## src/hdl/parameterless_instance_scheduler_assert.svh

```systemverilog
// Assertion macros shared by the scheduler RTL.
`ifndef PARAMETERLESS_INSTANCE_SCHEDULER_ASSERT_SVH
`define PARAMETERLESS_INSTANCE_SCHEDULER_ASSERT_SVH
`ifndef SYNTH
// Same-cycle implication, checked at every rising clock edge out of reset.
`define PIS_ASSERT_IMP(label, clk, rstn, ante, cons, msg) \
    label: assert property (@(posedge clk) disable iff (!(rstn)) (ante) |-> (cons)) \
        else $error(msg);
// Next-cycle implication.
`define PIS_ASSERT_NEXT(label, clk, rstn, ante, cons, msg) \
    label: assert property (@(posedge clk) disable iff (!(rstn)) (ante) |=> (cons)) \
        else $error(msg);
`else
`define PIS_ASSERT_IMP(label, clk, rstn, ante, cons, msg)
`define PIS_ASSERT_NEXT(label, clk, rstn, ante, cons, msg)
`endif
`endif

```

## src/hdl/pis_pkg.sv

```systemverilog
`timescale 1ns / 1ps
`default_nettype none
package pis_pkg;

    localparam int MAX_INST = 16;
    localparam int IDX_W    = 4;
    localparam int CNT_W    = 5;
    localparam int FIT_W    = 32;
    localparam int SIZE_W   = 32;
    localparam int DIGIT_W  = 4;
    localparam int BASE_W   = 5;
    localparam int MULT_W   = 5;
    localparam int FIRST_W  = 21;
    localparam int ADDR_W   = 4;

    localparam logic CMD_SCHEDULE = 1'b0;
    localparam logic CMD_REPORT   = 1'b1;

    typedef enum logic [1:0] {
        REG_COUNTER_BASE    = 2'd0,
        REG_SIZE_MULTIPLIER = 2'd1,
        REG_FIRST_POP_SIZE  = 2'd2,
        REG_UNUSED          = 2'd3
    } reg_index_t;

    typedef struct packed {
        logic [BASE_W-1:0]  base;
        logic [MULT_W-1:0]  mult;
        logic [FIRST_W-1:0] first_size;
        logic               load_first;
    } cfg_t;

    typedef enum logic [3:0] {
        ST_IDLE,
        ST_WALK_RD,
        ST_WALK,
        ST_SCHED_END,
        ST_UP_RD,
        ST_UP,
        ST_DN_RD,
        ST_DN,
        ST_CMP_RD,
        ST_CMP_WR,
        ST_DONE
    } state_t;

endpackage
`default_nettype wire

```

## src/hdl/pis_cfg.sv

```systemverilog
`timescale 1ns / 1ps
`default_nettype none
module pis_cfg
    import pis_pkg::*;
(
    input  wire logic              aclk,
    input  wire logic              aresetn,
    input  wire logic              psel,
    input  wire logic              penable,
    input  wire logic              pwrite,
    input  wire logic [ADDR_W-1:0] paddr,
    input  wire logic [31:0]       pwdata,
    output logic      [31:0]       prdata,
    output logic                   pready,
    output cfg_t                   cfg
);

    logic [BASE_W-1:0]  base_reg;
    logic [MULT_W-1:0]  mult_reg;
    logic [FIRST_W-1:0] first_reg;
    logic               load_reg;
    logic               wr_en;
    reg_index_t         sel;

    assign pready = 1'b1;
    assign sel    = reg_index_t'(paddr[3:2]);
    assign wr_en  = psel && penable && pwrite && pready;

    always_ff @(posedge aclk) begin
        if (!aresetn) begin
            base_reg  <= BASE_W'(4);
            mult_reg  <= MULT_W'(2);
            first_reg <= FIRST_W'(16);
            load_reg  <= 1'b0;
        end else begin
            load_reg <= 1'b0;
            if (wr_en) begin
                case (sel)
                    REG_COUNTER_BASE:    base_reg <= pwdata[BASE_W-1:0];
                    REG_SIZE_MULTIPLIER: mult_reg <= pwdata[MULT_W-1:0];
                    REG_FIRST_POP_SIZE: begin
                        first_reg <= pwdata[FIRST_W-1:0];
                        load_reg  <= 1'b1;
                    end
                    default: ;
                endcase
            end
        end
    end

    always_comb begin
        case (sel)
            REG_COUNTER_BASE:    prdata = {{(32-BASE_W){1'b0}}, base_reg};
            REG_SIZE_MULTIPLIER: prdata = {{(32-MULT_W){1'b0}}, mult_reg};
            REG_FIRST_POP_SIZE:  prdata = {{(32-FIRST_W){1'b0}}, first_reg};
            default:             prdata = 32'd0;
        endcase
    end

    assign cfg.base       = base_reg;
    assign cfg.mult       = mult_reg;
    assign cfg.first_size = first_reg;
    assign cfg.load_first = load_reg;

endmodule
`default_nettype wire

```

## src/hdl/pis_ctrl.sv

```systemverilog
`timescale 1ns / 1ps
`default_nettype none
module pis_ctrl
    import pis_pkg::*;
(
    input  wire logic              aclk,
    input  wire logic              aresetn,
    input  wire cfg_t              cfg,
    input  wire logic              in_valid,
    output logic                   in_ready,
    input  wire logic              in_cmd,
    input  wire logic [FIT_W-1:0]  in_fitness,
    input  wire logic              in_steady,
    output logic                   out_valid,
    input  wire logic              out_ready,
    output logic [IDX_W-1:0]       out_run,
    output logic                   out_add,
    output logic [SIZE_W-1:0]      out_size,
    output logic [MAX_INST-1:0]    out_mask,
    output logic [CNT_W-1:0]       out_live,
    output logic                   out_full
);

    // True when d is a nonzero multiple of b (d at most 16, b at least 2).
    function automatic logic is_mult(input logic [CNT_W-1:0] d, input logic [BASE_W-1:0] b);
        logic r;
        r = 1'b0;
        for (int k = 1; k <= 8; k++) begin
            if ({3'b0, d} == 8'(k) * {3'b0, b}) r = 1'b1;
        end
        return r;
    endfunction

    function automatic logic [MAX_INST-1:0] low_bits(input logic [CNT_W-1:0] n);
        logic [MAX_INST:0] t;
        t = ({{MAX_INST{1'b0}}, 1'b1} << n) - 1'b1;
        return t[MAX_INST-1:0];
    endfunction

    // Digit and fitness memories, one write and one registered read each.
    logic [DIGIT_W-1:0] dig_mem [MAX_INST];
    logic [FIT_W-1:0]   fit_mem [MAX_INST];
    logic               dig_we, fit_we;
    logic [IDX_W-1:0]   dig_waddr, dig_raddr, fit_waddr, fit_raddr;
    logic [DIGIT_W-1:0] dig_wdata, dig_rdata;
    logic [FIT_W-1:0]   fit_wdata, fit_rdata;

    always_ff @(posedge aclk) begin
        if (dig_we) dig_mem[dig_waddr] <= dig_wdata;
        dig_rdata <= dig_mem[dig_raddr];
    end

    always_ff @(posedge aclk) begin
        if (fit_we) fit_mem[fit_waddr] <= fit_wdata;
        fit_rdata <= fit_mem[fit_raddr];
    end

    state_t              state_reg, state_next;
    logic [CNT_W-1:0]    i_reg, i_next, j_reg, j_next, idx_reg, idx_next;
    logic [CNT_W-1:0]    dcount_reg, dcount_next, total_reg, total_next;
    logic [IDX_W-1:0]    last_reg, last_next;
    logic [SIZE_W-1:0]   nsize_reg, nsize_next;
    logic [FIT_W-1:0]    key_reg, key_next;
    logic [MAX_INST-1:0] mask_reg, mask_next;
    logic [IDX_W-1:0]    res_run_reg, res_run_next;
    logic                res_add_reg, res_add_next, res_full_reg, res_full_next;
    logic [SIZE_W-1:0]   res_size_reg, res_size_next;
    logic                oval_reg, oval_next;
    logic [IDX_W-1:0]    orun_reg;
    logic                oadd_reg, ofull_reg;
    logic [SIZE_W-1:0]   osize_reg;
    logic [MAX_INST-1:0] omask_reg;
    logic [CNT_W-1:0]    olive_reg;

    logic                accept, out_free, carry, ext, need_add, can_add;
    logic                rpt_live, up_start, up_hit, dn_hit, keep;
    logic [BASE_W-1:0]   base;
    logic [CNT_W-1:0]    i_inc, i_dec, last_inc, d_inc, run_sat;
    logic [SIZE_W+MULT_W-1:0] prod;
    logic [SIZE_W-1:0]   prod_sat;

    assign in_ready = (state_reg == ST_IDLE);
    assign accept   = in_valid && in_ready;
    assign out_free = !oval_reg || out_ready;

    assign base = (cfg.base < BASE_W'(2)) ? BASE_W'(2) :
                  (cfg.base > BASE_W'(16)) ? BASE_W'(16) : cfg.base;

    assign i_inc    = i_reg + 1'b1;
    assign i_dec    = i_reg - 1'b1;
    assign last_inc = {1'b0, last_reg} + 1'b1;
    assign d_inc    = {1'b0, dig_rdata} + 1'b1;
    assign carry    = is_mult(d_inc, base);
    assign ext      = (idx_reg == dcount_reg) && (dcount_reg < CNT_W'(MAX_INST));
    assign need_add = (idx_reg == total_reg);
    assign can_add  = (total_reg < CNT_W'(MAX_INST));
    assign run_sat  = (idx_reg > CNT_W'(MAX_INST - 1)) ? CNT_W'(MAX_INST - 1) : idx_reg;
    assign rpt_live = ({1'b0, last_reg} < total_reg);
    assign up_start = (last_inc < total_reg);
    assign up_hit   = $signed(key_reg) < $signed(fit_rdata);
    assign dn_hit   = $signed(fit_rdata) < $signed(key_reg);
    assign keep     = !mask_reg[i_reg[IDX_W-1:0]];
    assign prod     = {{MULT_W{1'b0}}, nsize_reg} * {{SIZE_W{1'b0}}, cfg.mult};
    assign prod_sat = (|prod[SIZE_W+MULT_W-1:SIZE_W]) ? {SIZE_W{1'b1}} : prod[SIZE_W-1:0];

    // Next state.
    always_comb begin
        state_next = state_reg;
        case (state_reg)
            ST_IDLE: begin
                if (accept) begin
                    if (in_cmd == CMD_SCHEDULE) begin
                        state_next = (dcount_reg == '0) ? ST_SCHED_END : ST_WALK_RD;
                    end else if (!rpt_live) begin
                        state_next = ST_DONE;
                    end else if (in_steady) begin
                        state_next = ST_CMP_RD;
                    end else if (up_start) begin
                        state_next = ST_UP_RD;
                    end else if (last_reg != '0) begin
                        state_next = ST_DN_RD;
                    end else begin
                        state_next = ST_DONE;
                    end
                end
            end
            ST_WALK_RD:   state_next = ST_WALK;
            ST_WALK:      state_next = (carry && (i_inc < dcount_reg)) ? ST_WALK_RD
                                                                      : ST_SCHED_END;
            ST_SCHED_END: state_next = ST_DONE;
            ST_UP_RD:     state_next = ST_UP;
            ST_UP: begin
                if (up_hit) begin
                    state_next = ST_CMP_RD;
                end else if (i_inc < total_reg) begin
                    state_next = ST_UP_RD;
                end else if (last_reg != '0) begin
                    state_next = ST_DN_RD;
                end else begin
                    state_next = ST_DONE;
                end
            end
            ST_DN_RD:     state_next = ST_DN;
            ST_DN: begin
                if (dn_hit) begin
                    state_next = ST_CMP_RD;
                end else if (i_reg > CNT_W'(1)) begin
                    state_next = ST_DN_RD;
                end else begin
                    state_next = ST_DONE;
                end
            end
            ST_CMP_RD:    state_next = ST_CMP_WR;
            ST_CMP_WR:    state_next = (i_inc < total_reg) ? ST_CMP_RD : ST_DONE;
            ST_DONE:      state_next = out_free ? ST_IDLE : ST_DONE;
            default:      state_next = ST_IDLE;
        endcase
    end

    // Datapath and memory ports.
    always_comb begin
        i_next        = i_reg;
        j_next        = j_reg;
        idx_next      = idx_reg;
        dcount_next   = dcount_reg;
        total_next    = total_reg;
        last_next     = last_reg;
        nsize_next    = cfg.load_first ? {{(SIZE_W-FIRST_W){1'b0}}, cfg.first_size} : nsize_reg;
        key_next      = key_reg;
        mask_next     = mask_reg;
        res_run_next  = res_run_reg;
        res_add_next  = res_add_reg;
        res_size_next = res_size_reg;
        res_full_next = res_full_reg;
        oval_next     = oval_reg && !out_ready;
        dig_we        = 1'b0;
        dig_waddr     = i_reg[IDX_W-1:0];
        dig_wdata     = '0;
        dig_raddr     = i_reg[IDX_W-1:0];
        fit_we        = 1'b0;
        fit_waddr     = last_reg;
        fit_wdata     = in_fitness;
        fit_raddr     = i_reg[IDX_W-1:0];
        case (state_reg)
            ST_IDLE: begin
                if (accept) begin
                    res_add_next  = 1'b0;
                    res_size_next = '0;
                    res_full_next = 1'b0;
                    mask_next     = '0;
                    if (in_cmd == CMD_SCHEDULE) begin
                        i_next   = '0;
                        idx_next = '0;
                        if (dcount_reg == '0) begin
                            dig_we      = 1'b1;
                            dig_waddr   = '0;
                            dig_wdata   = '0;
                            dcount_next = CNT_W'(1);
                        end
                    end else begin
                        res_run_next = last_reg;
                        if (rpt_live) begin
                            fit_we   = 1'b1;
                            key_next = in_fitness;
                            j_next   = '0;
                            if (in_steady) begin
                                mask_next = {{(MAX_INST-1){1'b0}}, 1'b1} << last_reg;
                                i_next    = '0;
                            end else if (up_start) begin
                                i_next = last_inc;
                            end else begin
                                i_next = {1'b0, last_reg};
                            end
                        end
                    end
                end
            end
            ST_WALK: begin
                dig_we = 1'b1;
                if (carry) begin
                    dig_wdata = '0;
                    idx_next  = i_inc;
                    i_next    = i_inc;
                end else begin
                    dig_wdata = d_inc[DIGIT_W-1:0];
                end
            end
            ST_SCHED_END: begin
                if (ext) begin
                    dig_we      = 1'b1;
                    dig_waddr   = dcount_reg[IDX_W-1:0];
                    dig_wdata   = DIGIT_W'(1);
                    dcount_next = dcount_reg + 1'b1;
                end
                if (need_add) begin
                    if (can_add) begin
                        fit_we        = 1'b1;
                        fit_waddr     = total_reg[IDX_W-1:0];
                        fit_wdata     = '0;
                        total_next    = total_reg + 1'b1;
                        res_add_next  = 1'b1;
                        res_size_next = nsize_reg;
                        nsize_next    = prod_sat;
                    end else begin
                        res_full_next = 1'b1;
                    end
                end
                last_next    = run_sat[IDX_W-1:0];
                res_run_next = run_sat[IDX_W-1:0];
            end
            ST_UP_RD: fit_raddr = i_reg[IDX_W-1:0];
            ST_UP: begin
                if (up_hit) begin
                    mask_next = low_bits(last_inc);
                    i_next    = '0;
                end else if (i_inc < total_reg) begin
                    i_next = i_inc;
                end else begin
                    i_next = {1'b0, last_reg};
                end
            end
            ST_DN_RD: fit_raddr = i_dec[IDX_W-1:0];
            ST_DN: begin
                if (dn_hit) begin
                    mask_next = low_bits(i_reg);
                    i_next    = '0;
                end else begin
                    i_next = i_dec;
                end
            end
            ST_CMP_RD: fit_raddr = i_reg[IDX_W-1:0];
            ST_CMP_WR: begin
                if (keep) begin
                    fit_we    = 1'b1;
                    fit_waddr = j_reg[IDX_W-1:0];
                    fit_wdata = fit_rdata;
                end
                j_next = j_reg + CNT_W'(keep);
                i_next = i_inc;
                if (!(i_inc < total_reg)) begin
                    total_next  = j_reg + CNT_W'(keep);
                    dcount_next = '0;
                    last_next   = '0;
                end
            end
            ST_DONE: begin
                if (out_free) oval_next = 1'b1;
            end
            default: ;
        endcase
    end

    always_ff @(posedge aclk) begin
        if (!aresetn) begin
            state_reg  <= ST_IDLE;
            dcount_reg <= '0;
            total_reg  <= '0;
            last_reg   <= '0;
            nsize_reg  <= SIZE_W'(16);
            oval_reg   <= 1'b0;
        end else begin
            state_reg  <= state_next;
            dcount_reg <= dcount_next;
            total_reg  <= total_next;
            last_reg   <= last_next;
            nsize_reg  <= nsize_next;
            oval_reg   <= oval_next;
        end
    end

    always_ff @(posedge aclk) begin
        i_reg        <= i_next;
        j_reg        <= j_next;
        idx_reg      <= idx_next;
        key_reg      <= key_next;
        mask_reg     <= mask_next;
        res_run_reg  <= res_run_next;
        res_add_reg  <= res_add_next;
        res_size_reg <= res_size_next;
        res_full_reg <= res_full_next;
        if (state_reg == ST_DONE && out_free) begin
            orun_reg  <= res_run_reg;
            oadd_reg  <= res_add_reg;
            osize_reg <= res_size_reg;
            omask_reg <= mask_reg;
            olive_reg <= total_reg;
            ofull_reg <= res_full_reg;
        end
    end

    assign out_valid = oval_reg;
    assign out_run   = orun_reg;
    assign out_add   = oadd_reg;
    assign out_size  = osize_reg;
    assign out_mask  = omask_reg;
    assign out_live  = olive_reg;
    assign out_full  = ofull_reg;

endmodule
`default_nettype wire

```

## src/hdl/parameterless_instance_scheduler.sv

```systemverilog
// Sequencing: a schedule reads and writes back each digit read by the carry walk (none
// after a cleared counter, at most 16) before its result; a stale report goes straight to
// its result, and any other report may scan entries and then compact the table, with a read
// state before each entry because each fitness memory read is registered.
// Throughput: one transaction at a time; the next is taken after the result is registered.
// Reset: synchronous, active low; the counter and instance table read as empty and all
// configuration registers return to their reset values. No clearing pass is needed.
`timescale 1ns / 1ps
`default_nettype none
`include "parameterless_instance_scheduler_assert.svh"
module parameterless_instance_scheduler
    import pis_pkg::*;
(
    input  wire logic              aclk,
    input  wire logic              aresetn,
    // Input transactions.
    input  wire logic              s_tvalid,
    output logic                   s_tready,
    input  wire logic [39:0]       s_tdata,   // [31:0] avg_fitness, [32] is_steady, rest zero
    input  wire logic              s_tuser,   // [0] cmd
    // Result transactions.
    output logic                   m_tvalid,
    input  wire logic              m_tready,
    // [3:0] run_index, [4] add_instance, [36:5] new_pop_size, [52:37] delete_mask,
    // [57:53] live_count, [58] table_full, [63:59] zero
    output logic [63:0]            m_tdata,
    // Configuration port.
    input  wire logic              psel,
    input  wire logic              penable,
    input  wire logic              pwrite,
    input  wire logic [ADDR_W-1:0] paddr,
    input  wire logic [31:0]       pwdata,
    output logic [31:0]            prdata,
    output logic                   pready
);

    // The configuration block holds the three registers and pulses a load
    // of the next population size whenever the first size is written.
    cfg_t cfg;

    pis_cfg u_cfg (
        .aclk    (aclk),
        .aresetn (aresetn),
        .psel    (psel),
        .penable (penable),
        .pwrite  (pwrite),
        .paddr   (paddr),
        .pwdata  (pwdata),
        .prdata  (prdata),
        .pready  (pready),
        .cfg     (cfg)
    );

    // The controller owns the digit memory and the fitness memory. A schedule
    // walks the digits least significant first, one read and one write-back per
    // digit, and then appends an instance if the carry reached the table end and room remains.
    // A live report writes the fitness, scans upward and then downward for the deletion
    // decision unless steady, and compacts the table in place when anything goes.
    logic [IDX_W-1:0]    run_index;
    logic                add_instance;
    logic [SIZE_W-1:0]   new_pop_size;
    logic [MAX_INST-1:0] delete_mask;
    logic [CNT_W-1:0]    live_count;
    logic                table_full;

    pis_ctrl u_ctrl (
        .aclk       (aclk),
        .aresetn    (aresetn),
        .cfg        (cfg),
        .in_valid   (s_tvalid),
        .in_ready   (s_tready),
        .in_cmd     (s_tuser),
        .in_fitness (s_tdata[FIT_W-1:0]),
        .in_steady  (s_tdata[FIT_W]),
        .out_valid  (m_tvalid),
        .out_ready  (m_tready),
        .out_run    (run_index),
        .out_add    (add_instance),
        .out_size   (new_pop_size),
        .out_mask   (delete_mask),
        .out_live   (live_count),
        .out_full   (table_full)
    );

    // Results are packed lowest field first, padded with zeros to 64 bits.
    assign m_tdata = {5'd0, table_full, live_count, delete_mask, new_pop_size,
                      add_instance, run_index};

    // A result never both adds an instance and reports a full table.
    `PIS_ASSERT_IMP(a_add_xor_full, aclk, aresetn, m_tvalid,
        !(add_instance && table_full), "add and full together")
    // Deletions come only from reports, which never add an instance.
    `PIS_ASSERT_IMP(a_delete_no_add, aclk, aresetn, m_tvalid && (delete_mask != '0),
        !add_instance, "delete with add")
    // Accepting a transaction takes the controller out of the idle state, which closes the input.
    `PIS_ASSERT_NEXT(a_one_at_a_time, aclk, aresetn, s_tvalid && s_tready,
        !s_tready, "input not closed")
    // The live count never exceeds the table size.
    `PIS_ASSERT_IMP(a_live_bound, aclk, aresetn, m_tvalid,
        live_count <= CNT_W'(MAX_INST), "live count too big")

endmodule
`default_nettype wire
```

## config.mk

```make
export PLATFORM = sky130hd
export DESIGN_NAME = parameterless_instance_scheduler
export DESIGN_NICKNAME = d
export VERILOG_FILES = /design/src/hdl/pis_pkg.sv /design/src/hdl/pis_cfg.sv /design/src/hdl/pis_ctrl.sv /design/src/hdl/parameterless_instance_scheduler.sv
export VERILOG_INCLUDE_DIRS = /design/src /design/src/hdl
export SDC_FILE = /design/constraint.sdc
export NUM_CORES = 2
export LEC_CHECK = 0
export ABC_AREA = 1
export BUFFER_PORTS_ARGS = -buffer_cell sky130_fd_sc_hd__buf_2
export CORE_AREA = 8 8 327 329
export CTS_BUF_LIST = sky130_fd_sc_hd__clkbuf_2 sky130_fd_sc_hd__clkbuf_4 sky130_fd_sc_hd__clkbuf_8
export CTS_CLUSTER_SIZE = 16
export DETAILED_ROUTE_END_ITERATION = 6
export DIE_AREA = 0 0 335 337
export SLEW_MARGIN = 10
export SYNTH_ARGS = -nofsm -noshare
export SYNTH_HDL_FRONTEND = slang
export SYNTH_SLANG_ARGS = --single-unit
```

## constraint.sdc

```tcl
create_clock -name aclk -period 10.1 [get_ports aclk]
set_input_delay 0 -clock aclk [delete_from_list [all_inputs] [get_ports aclk]]
set_output_delay 0 -clock aclk [all_outputs]
set_load 0.05 [all_outputs]
```

* Yosys cells after proc, flatten, opt, wreduce, memory -nomap -nowiden
Memory sizes are Yosys's and may differ from the RTL's. A register that Yosys moved wholly into a read port is not among the register bits.
Cells that the tools add are included.
** Word-level totals
- Register bits after elaboration :: 243
- Bits in latches :: 0
- RAM bits :: 576
- ROM bits :: 0
- Output and inout port bits :: 99
- Word-level logic and storage cells :: 251
- Memories kept :: 2
** Memory list
- u_ctrl.fit_mem :: words 16, width 32, read ports 1, clocked after Yosys merged registers in 1, write ports 1, line pis_ctrl.sv:42 : logic [FIT_W-1:0] fit_mem [MAX_INST];
- u_ctrl.dig_mem :: words 16, width 4, read ports 1, clocked after Yosys merged registers in 1, write ports 1, line pis_ctrl.sv:41 : logic [DIGIT_W-1:0] dig_mem [MAX_INST];
** Cells by class
- Add/subtract/negate cells :: 9
- $mul :: 5
- Divide/modulo/power cells :: 0
- Magnitude comparators :: 13
- Equality and inequality tests :: 36
- Shift operators :: 3
- Mux-type cells :: 120
- Bitwise operators :: 0
- Reductions and logical operators :: 38
** Operators by type and width (count)
- $mux 32 :: 11
- $pmux 32 s2 :: 2
- $mux 5 :: 24
- $mux 16 :: 6
- $mux 4 :: 24
- $lt 32x32->1 :: 2
- $pmux 21 s3 :: 1
- $pmux 16 s3 :: 1
- $pmux 4 s11 :: 1
- $pmux 4 s2 :: 5
- $mul 32x5->37 :: 1
- $eq 5x8->1 :: 4
- $mux 1 :: 32
- $reduce_and 4->1 :: 8
- $shl 1x5->16 const A :: 2
- $sub 16x1->16 const B :: 2
- $pmux 5 s2 :: 3
- $pmux 5 s5 :: 1
- $eq 4x3->1 const B :: 4
- $mul 3x5->8 const A :: 2
- $shl 1x4->16 const A :: 1
- $add 5x1->5 const B :: 3
- $eq 5x5->1 :: 3
- $lt 5x5->1 :: 3
- other kinds (40) :: 78

* Logic depth before layout (Yosys ltp)
- Depth in word-level cells :: 15
- Depth in mapped cells :: 27

* Hierarchy
Synthesis repeated with hierarchy kept, for this count alone.
** Unflattened totals
- Cell total of the unflattened synthesis :: 4267
- Area, all modules :: 42881.1 µm²
** By module, submodules not included
- pis_ctrl :: times used 1, cells an instance 3989, area each 41125.7 µm², seq. area each 23842.9 µm²
- pis_cfg :: times used 1, cells an instance 270, area each 1699.1 µm², seq. area each 640.6 µm²
- parameterless_instance_scheduler :: times used 1, cells an instance 8, area each 56.3 µm², seq. area each 0.0 µm²

* Worst setup path after synthesis
No wires, ideal clock.
- Path kind :: reg-to-reg
- Start :: register u_cfg.mult_reg[3]
- End :: register u_ctrl.nsize_reg[19]
- Setup time :: 0.117 ns
- Arrival time :: 4.202 ns
- Required time :: 9.983 ns
- Setup slack :: 5.781 ns
- Stages on the path, launching flop included :: 26
- Path buffers :: 3
- Path through :: dfxtp_1 > clkbuf_1 > clkbuf_1 > nand2_1 > inv_1 > fa_1 > fa_1 > inv_1 > fa_1 > inv_1 > ha_1 > a21oi_2 > nor2_1 > nor2_1 > nand2_1 > nand2_1 > nand2_1 > nand2_1 > nand2_1 > nand2_1 > nand2_1 > nor2_2 > nand4_4 > buf_6 > nor2_1 > nor2_1
** Between the ends
- Cells in the longest elaborated chain, start to end :: 6
** RTL lines
- from (decl) :: line pis_cfg.sv:19 : logic [MULT_W-1:0] mult_reg;
- from (signal assigned) :: line pis_cfg.sv:40 : REG_SIZE_MULTIPLIER: mult_reg <= pwdata[MULT_W-1:0];
- $mul 32x5->37 * :: line pis_ctrl.sv:103 : assign prod = {{MULT_W{1'b0}}, nsize_reg} * {{SIZE_W{1'b0}}, cfg.mult};
- $reduce_or 5->1 :: line pis_ctrl.sv:104 : assign prod_sat = (|prod[SIZE_W+MULT_W-1:SIZE_W]) ? {SIZE_W{1'b1}} : prod[SIZE_W-1:0];
- $mux 32 * :: line pis_ctrl.sv:104
- $mux 32 * :: line pis_ctrl.sv:236 : if (can_add) begin
- $mux 32 * :: line pis_ctrl.sv:235 : if (need_add) begin
- $mux 32 * :: line pis_ctrl.sv:184 : case (state_reg)
- to (signal assigned) :: line pis_ctrl.sv:306 : nsize_reg <= nsize_next;
- to (decl) :: line pis_ctrl.sv:62 : logic [SIZE_W-1:0] nsize_reg, nsize_next;
Every way passes the cells marked *; elsewhere a longest branch is shown, timed or not.
A chain may end at the register's enable or synchronous reset.

* Worst setup path after layout
- Start :: register u_cfg.mult_reg[3]
- End :: register u_ctrl.nsize_reg[18]
Same word-level chain as after synthesis.

==> flow_summary_export.csv <==
group,metric,value,unit
run_status,status,"finished, final reports clean",
placed_design,gp_congestion,0.892,
synth,synthMuxAreaShare,0,%
detailed_routing,num_vias,30900,
timing,fin_crit,5.40,ns
synth,synth_fa_ha_area_share,8.23,%
final_layout,fin_area,49000,sq um
global_route,grt_use_total,19.5,%
global_route,grt_pass1_vias,30600,
synth,postSynth.asyncResetShare,0,%
timing,finalSetupTns,0,ns
final_layout,nets,4804,
floorplan,rows,117,
power,p_sw,4.09,mW
floorplan,coreArea,101000,sq um
timing,worstMarginPinSlew,1.15,ns
power,intPower,7.10,mW
detailed_routing,drt_iter0_drc,2664,
synth,ys_warn_count,0,
worst_setup_path,cp.arrival,6.09,ns
worst_setup_path,crit_path_start,"u_cfg.mult_reg[3]$_SDFFE_PN0P_",
global_route,use_met3,3.26,%
final_layout,areaGrowthSynthToFinish,15.5,%
detailed_routing,postRouteAntennaNets,0,
detailed_routing,dr.pass1.iters,6,
timing,worst_clock_skew,0.0511,ns
clock_network,cts_buffers,144,
placed_design,dp_hpwl,65100,um
power,p_sw_share,36.5,%
clock_network,cts_root_buf,"clkbuf_8",
global_route,met1_usage,25.3,%
power,ir_drop,0.158,mV
clock_network,clock_latency,0.84,ns
synth,yosys.area_share.simple,14.4,%
timing,layout_setup_ws,4.70,ns
worst_setup_path,crit_type,"flop to flop",
detailed_routing,viasPerCell,5.16,
clock_network,clk_pin_slew,0.05,ns
worst_setup_path,critPathSlowestCell,"dfxtp_1",
synth,synth_top_family_by_area,"simple AND/OR/NAND/NOR gates",
synth,synth_edf_count,736,
run,drv_cap,0,
synth,synth_compound_area_share,11.5,%
global_route,grt_max_degree,108,
global_route,grt.busiest_layer,"met2",
clock_network,cts_tree,"yes",
floorplan,dieArea,113000,sq um
global_route,antenna_found_initial,2,
detailed_routing,routed_wl,112000,um
worst_setup_path,end_kind,"flop",
timing,relSlewSlack,23.3,%
floorplan,die_h,337,um
power,power_frac_comb,31.1,%
power,cellPowerDensity,228,nW/um^2
clock_network,cts_max_level,4,
final_layout,drive_above_1_share,12.1,%
synth,ys_seq_area_share,57.7,%
final_layout,top_regs,"u_ctrl.fit_mem (512), u_ctrl.dig_mem (64)",
clock_network,post_cts_buffers,0,
placed_design,portBuffers,145,
worst_hold_path,min_path_type,"input pin to flop",
synth,synth_xor_area_share,1.11,%
global_route,grt-ovfl-total,0,
timing,fin_crit_sh,53.4,%
floorplan,start_util,41.9,%
worst_setup_path,cp.required,10.79,ns
worst_hold_path,hold_start,"s_tdata[5]",
worst_setup_path,rr_startpoint,"u_cfg.mult_reg[3]$_SDFFE_PN0P_",
clock_network,clock_sinks,855,
placed_design,placed_area,44700,sq um
worst_setup_path,critical-path-max-stage-delay,0.76,ns
power,seqPwrFrac,40.0,%
worst_setup_path,critPathLaunchType,"flop",
floorplan,dieWidth,335,um
timing,slew_violations,0,
clock_network,clockBufferDepth,3,
power,clockPowerShare,28.9,%
global_route,use_met2,33.0,%
synth,synthCells,4193,
timing,setup_viol,0,
synth,synth_ff_type,"edfxtp_1",
floorplan,ios,183,
timing,rsz0062_at_grt,"false",
detailed_routing,wire_per_inst,18.7,um
synth,ys_types,59,
timing,hold_viol_final,0,
synth,netlist_area,42400,sq um
timing,fmax,0.185,GHz
final_layout,regMostFlops,"u_ctrl.fit_mem",
worst_setup_path,cp_max_fo,27,
worst_setup_path,cpLargestDelayFamily,"simple AND/OR/NAND/NOR gates",
synth,synth_area_per_cell,10.1,sq um
worst_setup_path,worst_path_most_repeated_cell,"nand2_1",
placed_design,pre_cts_slack,4.69,ns
final_layout,largest_reg_flops,512,
power,leakage,20.1,nW
global_route,grt_pass1_wl,173000,um
worst_setup_path,crit_buf_inv,5,
detailed_routing,drcViolationCount,0,
synth,synth-seq-cells,855,
[cells in the final DEF (no fill, tap or decap), types with 17 or more instances in the layout]
| cell | netlist | layout |
|---|---|---|
| ha_1 | 124 | 124 |
| o22ai_1 | 50 | 50 |
| inv_2 | 23 | 22 |
| dfxtp_1 | 119 | 119 |
| nand4_1 | 17 | 17 |
| o21ai_0 | 432 | 431 |
| nor2_1 | 606 | 587 |
| conb_1 | 2 | 17 |
| clkbuf_8 | 0 | 152 |
| a21oi_1 | 113 | 112 |
| edfxtp_1 | 736 | 736 |
| fa_1 | 97 | 97 |
| buf_4 | 29 | 78 |
| clkbuf_4 | 0 | 51 |
| nand2_1 | 677 | 677 |
| inv_1 | 510 | 508 |
| buf_2 | 42 | 145 |
| o211ai_1 | 46 | 46 |
| xnor2_1 | 20 | 20 |
| clkinv_1 | 1 | 27 |
| o221ai_1 | 108 | 108 |
| o21ai_1 | 35 | 35 |
| nor2_4 | 1 | 20 |
| xor2_1 | 34 | 34 |
| nand3_1 | 132 | 132 |
| dlygate4sd3_1 | 0 | 127 |
[routing by layer]
| layer | vias up | share of wire, % | wire, um |
|---|---|---|---|
| li1 | 14800 | - | - |
| met1 | 14800 | 43 | 47900 |
| met2 | 1009 | 48 | 53900 |
| met3 | 217 | 6.0 | 6760 |
| met4 | 0 | 2.9 | 3240 |
| met5 | - | 0 | 0 |
[power by group through the flow]
stage | logic, mW | registers (mW) | clock network (mW)
final | 3.48 | 4.48 | 3.24
after global routing | 3.86 | 4.50 | 3.45
after CTS | 3.46 | 4.48 | 3.31
after detailed placement | 3.41 | 4.55 | 0
after global placement | 3.37 | 4.54 | 0
after floorplan | 2.41 | 4.53 | 0
[Yosys cell counts (all sizes together), types with 3 or more instances]
cell type	n	share of area [%]
nand2	688	6.2
xor2	34	0.70
a21o	3	0.053
ha	124	3.7
o21bai	5	0.088
edfxtp	736	52
a21oi	118	1.5
o21a	4	0.071
o22ai	50	0.74
or2	3	0.044
nand3b	4	0.071
o21ai	476	5.7
o211ai	46	0.81
and3	3	0.044
buf	79	1.2
nor3b	3	0.091
fa	97	4.6
nor3	17	0.23
a31oi	6	0.088
nand4	18	0.30
nor2	621	5.7
nand3	138	1.7
xnor2	20	0.41
dfxtp	119	5.6
clkbuf	126	1.1
o221ai	108	2.2
inv	533	4.7
[per-stage QoR]
| stage | utilization, % | hold WS [ns] | cells | power [mW] |
|---|---|---|---|---|
| finish | 48.4 | 0.0840 | 5986 | 11.2 |
| global route | 48.4 | 0.0347 | 5984 | 11.8 |
| CTS | 48.4 | 0.00506 | 5983 | 11.2 |
| detailed placement | 44.1 | 0.196 | 5594 | 7.95 |
| global placement | 44.1 | 0.195 | 5594 | 7.91 |
| floorplan | - | 0.0989 | 4208 | 6.95 |
[area by class of cell]
class / count / area [sq um]
clock inverters: 59 / 552
fillers: 9350 / 52300
flip-flops and latches: 855 / 24500
inverters: 534 / 2010
diodes: 3 / 7.51
multi-input cells: 2614 / 15200
clock buffers: 203 / 2470
repair buffers: 350 / 2580
well taps: 1368 / 1710
[kinds of logic (layout without fill, tap and decap cells)]
kind of cell,after synthesis,count (layout)
AO/OA/AOI/OAI,824,824
XOR/XNOR,54,54
adder cells (fa/ha/maj),221,221
buffers and inverters,739,1146
flip-flops,855,855
other,2,20
AND/OR/NAND/NOR,1498,1498
[path summary, 6_finish.rpt]
check,end,cells after the start,slack (ns)
worst max register to register,u_ctrl.nsize_reg[18]$_SDFF_PN0_,25,4.70
worst max-delay path,u_ctrl.nsize_reg[18]$_SDFF_PN0_,25,4.70
worst min-delay path,u_ctrl.key_reg[5]$_DFFE_PP_,2,0.08
worst min register to register,u_ctrl.out_size[16]$_DFFE_PP_,0,0.41
[timing repair]
action                                  4_1_cts  5_1_grt
hold buffers                                127        0
resized for setup                             0        0
hold endpoints to repair                    673        0
endpoints found under the setup margin        0        0
Power figures use the tool's default switching activity.
